===== config.mk =====
export PLATFORM = sky130hd
export DESIGN_NAME = iqoc_norm
export DESIGN_NICKNAME = d
export VERILOG_FILES = /design/src/hdl/iqoc_pkg.sv /design/src/hdl/iqoc_norm.sv
export SDC_FILE = /design/constraint.sdc
export NUM_CORES = 2
export LEC_CHECK = 0
export BUFFER_PORTS_ARGS = -buffer_cell sky130_fd_sc_hd__buf_2
export CAP_MARGIN = 0
export CORE_ASPECT_RATIO = 1.5
export CORE_UTILIZATION = 45
export CTS_CLUSTER_DIAMETER = 120
export DETAILED_ROUTE_END_ITERATION = 6
export HOLD_SLACK_MARGIN = 0.06
export SLEW_MARGIN = 0
export SYNTH_ARGS = -nofsm -noshare
export SYNTH_HDL_FRONTEND = slang
export SYNTH_SLANG_ARGS = --single-unit

===== constraint.sdc =====
create_clock -name i_clk -period 10.3 [get_ports i_clk]
set_input_delay 0.515 -clock i_clk [delete_from_list [all_inputs] [get_ports i_clk]]
set_output_delay 0.515 -clock i_clk [all_outputs]
set_load 0.02 [all_outputs]

===== src/hdl/iqoc_pkg.sv =====
`timescale 1ns / 1ps
package iqoc_pkg;

    localparam int QUAT_BITS_DEF = 16;
    localparam int TICK_BITS     = 20;
    localparam int CFG_IDX_BITS  = 3;
    localparam int CFG_DATA_BITS = 20;

    localparam logic [CFG_IDX_BITS-1:0] REG_WAIT  = 3'd0;
    localparam logic [CFG_IDX_BITS-1:0] REG_REF_X = 3'd1;
    localparam logic [CFG_IDX_BITS-1:0] REG_REF_Y = 3'd2;
    localparam logic [CFG_IDX_BITS-1:0] REG_REF_Z = 3'd3;
    localparam logic [CFG_IDX_BITS-1:0] REG_REF_W = 3'd4;

    localparam logic [TICK_BITS-1:0] WAIT_RESET = 20'd5000;
    localparam logic [TICK_BITS-1:0] TICK_MAX   = '1;

    // Beat kinds.
    localparam logic FUNC_TICK   = 1'b0;
    localparam logic FUNC_SAMPLE = 1'b1;

    typedef struct packed {
        logic                          func;
        logic signed [QUAT_BITS_DEF-1:0] sample_x;
        logic signed [QUAT_BITS_DEF-1:0] sample_y;
        logic signed [QUAT_BITS_DEF-1:0] sample_z;
        logic signed [QUAT_BITS_DEF-1:0] sample_w;
    } t_in_beat;

    typedef struct packed {
        logic signed [QUAT_BITS_DEF-1:0] out_x;
        logic signed [QUAT_BITS_DEF-1:0] out_y;
        logic signed [QUAT_BITS_DEF-1:0] out_z;
        logic signed [QUAT_BITS_DEF-1:0] out_w;
        logic                          just_calibrated;
    } t_out_beat;

    typedef enum logic [2:0] {
        ST_IDLE,
        ST_MUL,
        ST_NORM_MAX,
        ST_NORM_SHIFT,
        ST_DONE,
        ST_OUT
    } t_state;

endpackage


===== src/hdl/iqoc_norm.sv =====
`timescale 1ns / 1ps
// Sequential normalizer: shift to [2^29, 2^30), sum of squares, bit-serial
// square root, then one restoring divider shared by the four components.
module iqoc_norm #(
    parameter int QB = 16
) (
    input  logic                 i_clk,
    input  logic                 i_rst_n,
    input  logic                 i_start,
    input  logic signed [2*QB+1:0] i_v [4],
    output logic                 o_done,
    output logic signed [QB-1:0] o_r [4]
);
    import iqoc_pkg::*;

    localparam int VW = 2 * QB + 2;
    localparam int F  = QB - 2;
    localparam int SW = 64;
    localparam int NW = 32;
    localparam int DW = 30 + F + 1;
    localparam int CW = 7;

    typedef enum logic [2:0] {
        N_IDLE, N_SHIFT, N_SQ, N_SQRT, N_DIV, N_NEXT
    } t_nst;

    t_nst              r_st;
    logic [VW-1:0]     r_mag [4];
    logic [3:0]        r_neg;
    logic [1:0]        r_i;
    logic [SW-1:0]     r_s, r_rem, r_res, r_bit;
    logic [NW-1:0]     r_n;
    logic [DW-1:0]     r_num, r_q, r_dr;
    logic [CW-1:0]     r_cnt;
    logic              r_zero;

    logic [VW-1:0] w_or;
    logic [SW-1:0] w_trial, w_prod;
    logic [DW:0]   w_sub;
    logic [DW-1:0] w_qs;
    logic          w_fin;

    assign w_or    = r_mag[0] | r_mag[1] | r_mag[2] | r_mag[3];
    assign w_trial = r_res + r_bit;
    assign w_prod  = SW'(r_mag[r_i][29:0]) * SW'(r_mag[r_i][29:0]);
    assign w_sub   = {r_dr, r_num[DW-1]} - {1'b0, DW'(r_n)};
    assign w_qs    = (r_q > DW'(1 << F)) ? DW'(1 << F) : r_q;
    assign w_fin   = (r_st == N_NEXT && r_zero)
                  || (r_st == N_DIV && r_cnt == CW'(DW) && r_i == 2'd3);

    always_ff @(posedge i_clk) begin
        if (!i_rst_n) begin
            r_st <= N_IDLE;
            o_done <= 1'b0;
        end else begin
            o_done <= w_fin;
            unique case (r_st)
                N_IDLE: if (i_start) begin
                    for (int k = 0; k < 4; k++) begin
                        r_neg[k] <= i_v[k][VW-1];
                        r_mag[k] <= i_v[k][VW-1] ? VW'(-i_v[k]) : VW'(i_v[k]);
                    end
                    r_st <= N_SHIFT;
                end
                // One bit of shift per cycle until the largest sits in range.
                N_SHIFT: begin
                    if (w_or == '0) begin
                        r_zero <= 1'b1;
                        r_i <= 2'd0;
                        r_st <= N_NEXT;
                    end else if (|w_or[VW-1:30]) begin
                        for (int k = 0; k < 4; k++) r_mag[k] <= r_mag[k] >> 1;
                    end else if (!w_or[29]) begin
                        for (int k = 0; k < 4; k++) r_mag[k] <= r_mag[k] << 1;
                    end else begin
                        r_zero <= 1'b0;
                        r_s <= '0;
                        r_i <= 2'd0;
                        r_st <= N_SQ;
                    end
                end
                N_SQ: begin
                    r_s <= r_s + w_prod;
                    r_i <= r_i + 2'd1;
                    if (r_i == 2'd3) begin
                        r_rem <= r_s + w_prod;
                        r_res <= '0;
                        r_bit <= SW'(1) << 62;
                        r_st  <= N_SQRT;
                    end
                end
                N_SQRT: begin
                    if (r_rem >= w_trial) begin
                        r_rem <= r_rem - w_trial;
                        r_res <= (r_res >> 1) + r_bit;
                    end else begin
                        r_res <= r_res >> 1;
                    end
                    r_bit <= r_bit >> 2;
                    if (r_bit == SW'(1)) begin
                        r_i  <= 2'd0;
                        r_st <= N_NEXT;
                    end
                end
                N_NEXT: begin
                    if (r_zero) begin
                        for (int k = 0; k < 4; k++) o_r[k] <= '0;
                        r_st <= N_IDLE;
                    end else begin
                        r_n   <= NW'(r_res);
                        r_num <= (DW'(r_mag[r_i][29:0]) << F) + DW'(r_res[NW-1:1]);
                        r_dr  <= '0;
                        r_q   <= '0;
                        r_cnt <= '0;
                        r_st  <= N_DIV;
                    end
                end
                // The quotient is complete in the cycle after the last shift step.
                N_DIV: begin
                    if (r_cnt == CW'(DW)) begin
                        r_cnt <= '0;
                        o_r[r_i] <= r_neg[r_i] ? QB'(-$signed({1'b0, w_qs}))
                                               : QB'(w_qs);
                        r_i <= r_i + 2'd1;
                        r_st <= (r_i == 2'd3) ? N_IDLE : N_NEXT;
                    end else begin
                        if (!w_sub[DW]) begin
                            r_dr <= w_sub[DW-1:0];
                            r_q  <= {r_q[DW-2:0], 1'b1};
                        end else begin
                            r_dr <= {r_dr[DW-2:0], r_num[DW-1]};
                            r_q  <= {r_q[DW-2:0], 1'b0};
                        end
                        r_num <= r_num << 1;
                        r_cnt <= r_cnt + CW'(1);
                    end
                end
                default: r_st <= N_IDLE;
            endcase
        end
    end

    assert property (@(posedge i_clk) disable iff (!i_rst_n)
        o_done |-> $past(r_st) == N_NEXT || $past(r_st) == N_DIV)
        else $error("done outside final step");
    assert property (@(posedge i_clk) disable iff (!i_rst_n)
        (r_st == N_SQRT) |-> $onehot(r_bit) || r_bit == '0)
        else $error("sqrt bit not one-hot");
    assert property (@(posedge i_clk) disable iff (!i_rst_n)
        (r_st == N_SQ) |-> w_or[VW-1:30] == '0)
        else $error("magnitude out of range at square");
endmodule


==> flow_summary.toml <==
[outcome]
status = "finished, final reports clean"

[synth]
ys_top_cells_by_count = "inv_1, nand2_1, fa_1"
synthTopCellsByArea = "edfxtp_1, fa_1, ha_1"
ys_seq_area_share_pct = 27.1
synth_edf_count = 602
synth_area_um2 = 67400
synth_most_common_cell = "inv_1"
async_flop_share_pct = 0
yosysUniqueCellTypes = 84
ys_warn_count = 0
synth_ff_type = "edfxtp_1"
synth_top_area_share_pct = 26.8
ys_ff_latch = 611
synth_nets = 8567
yosysTopAreaCell = "edfxtp_1"
synth_cells = 7225
syn_area_per_cell_um2 = 9.34

[drt]
vias = 52400
avgRoutedWirePerCell_um = 22.4
drt_iter0_markers = 3689
routed_wl_um = 208000
via_per_inst = 5.63
ant_nets = 0
drc_errors = 0
drtPass1Iterations = 5

[sta]
setup_slack_ps = 380
whs_ps = 203
period_minus_slack_ps = 9920
fmax_mhz = 101
rsz0062_at_grt = "false"
relSlewSlack_pct = 33.4
setup-tns-final_ps = 0
fin_crit_sh_pct = 96.3
worstMarginPinSlew_ps = 991
final.setup_skew_ps = 57.2
final-max-slew-violation-count = 0
hold_viol = 0
setup_viol = 0

[run]
max-cap-violations = 0

[clocking]
holdBufCountCts = 0
insertion_delay_ps = 710
clockBufferDepth = 3
root_buffer = "clkbuf_16"
clk_pin_slew_ps = 60
ctsResizeCount = 0
cts_setup_buffers = 0
cts.sinks = 611
cts_buffers = 70
htreeDepth = 3
cts_tree = "done"

[hold_path]
min_from = "i_v[102]"
hold_path.class = "in2reg"
hold_path_depth = 3

[placement]
dp_hpwl_um = 167000
port_buffers = 203
finalWeightedCongestion = 0.978
place_ws_ps = 464

[global_route]
grt.overflow.total = 0
grt_pass1_wl_um = 321000
antenna_found_initial = 5
grt_max_degree = 136
grtUsageTotal_pct = 27.5
grt_pass1_vias = 55000

[setup_path]
cp.required_ps = 10740
ff2ff_path_depth = 29
path_max_fanout = 23
cp_slowest_stage_delay_ps = 730
cpMostUsedCell = "fa_1"
worst_ep_arrival_time_ps = 10360
startpoint_type = "flip-flop"
end_kind = "flip-flop"
crit_path_top_delay_cell = "o41ai_1"
crit_type = "reg2reg"

[floorplan]
floorplan.die.width_um = 318
io_pins = 204
die_y_um = 476
die_area_um2 = 151000
row_count = 173
initial_core_util_pct = 45.4
core_um2 = 148000

[layout]
fillCellCount = 14000
drive_above_1_share_pct = 7.88
layout.nets = 8675
areaGrowthSynthToFinish_pct = 8.57
[worst max-delay path: cells and delay by family, from the launching register on]
family / cells / cell delay [ps]
multiplexers: 2 / 430
adder cells (fa/ha/maj): 9 / 4380
AND/OR/NAND/NOR: 1 / 200
buffers and inverters: 7 / 950
AO/OA/AOI/OAI: 9 / 2740
XOR/XNOR: 1 / 220
flip-flops: 1 / 700
[stage by stage]
stage | cells | instance area [um^2] | utilization (%)
floorplan | 7225 | 67400 | -
global placement | 9186 | 70900 | 47.7
detailed placement | 9186 | 70900 | 47.7
CTS | 9314 | 73200 | 49.3
global route | 9316 | 73200 | 49.3
finish | 9316 | 73200 | 49.3
[state kept, by name, summed over array words and instances, names as in the netlist, named ones only]
name / count
r_i: 2
r_dr: 45
r_res: 64
r_neg: 4
r_bit: 32
r_zero: 1
r_mag: 136
o_r: 64
r_n: 32
o_done: 1
r_s: 64
r_cnt: 7
r_num: 45
r_rem: 64
r_st: 3
r_q: 45
[metal layers]
layer  GRT usage, %  routed length [um]
met1           30.7               77500
met2           49.7              106000
met3           3.06                9100
met4           17.6               15500
met5              0                  13
[cell usage in the layout (no fill, tap or decap), types with 42 or more instances in the layout]
cell type  synthesis  final
fa_1             752    752
o31ai_1           48     48
xor2_1           271    270
o21ai_0          379    368
buf_2             12    203
o21bai_1          61     61
a22oi_1           42     42
clkbuf_16          0     71
and3_1           114    111
nand3_1           95     94
xnor2_1          186    185
buf_4              3    136
ha_1             451    451
nor3_1            70     68
edfxtp_1         602    602
a31oi_1           72     72
mux2i_1           88     88
a211oi_1          63     63
nor2_1           693    690
nor4_1            75     75
inv_1           1050   1050
nand4_1           60     60
nand2_1          763    762
a21oi_1          340    340
a21o_1           113    113
[cell families (layout without fill, tap and decap cells)]
group,after synthesis,after routing,share of synthesized area (%)
simple gates,2106,2106,14.1
flops,611,611,27.1
other cells,0,2,0
fa+ha+maj,1205,1205,30.7
buf+inv,1366,1530,7.66
compound gates,1360,1360,12.7
mux,120,120,1.86
xor+xnor,457,457,5.93
[layout make-up]
type	count	area (um^2)	area share, %
tap	1925	2410	3.29
antenna	2	5.00	0.00683
clock inverter	50	522	0.712
multi-input combinational	5248	44200	60.3
clock buffer	78	1810	2.48
timing repair buffer	341	2080	2.84
sequential	611	18300	24.9
inverter	1061	3980	5.44
[path summary, 6_finish.rpt]
check,to,slack [ps]
setup / recovery,r_rem[59],380
hold / removal,r_mag[0][0],200
setup reg to reg,r_rem[59],380
hold reg to reg,r_n[0],480
Power is left out: the tool's default activity adds up to more than one toggle a clock period on the data nets, which glitch-free logic cannot reach.
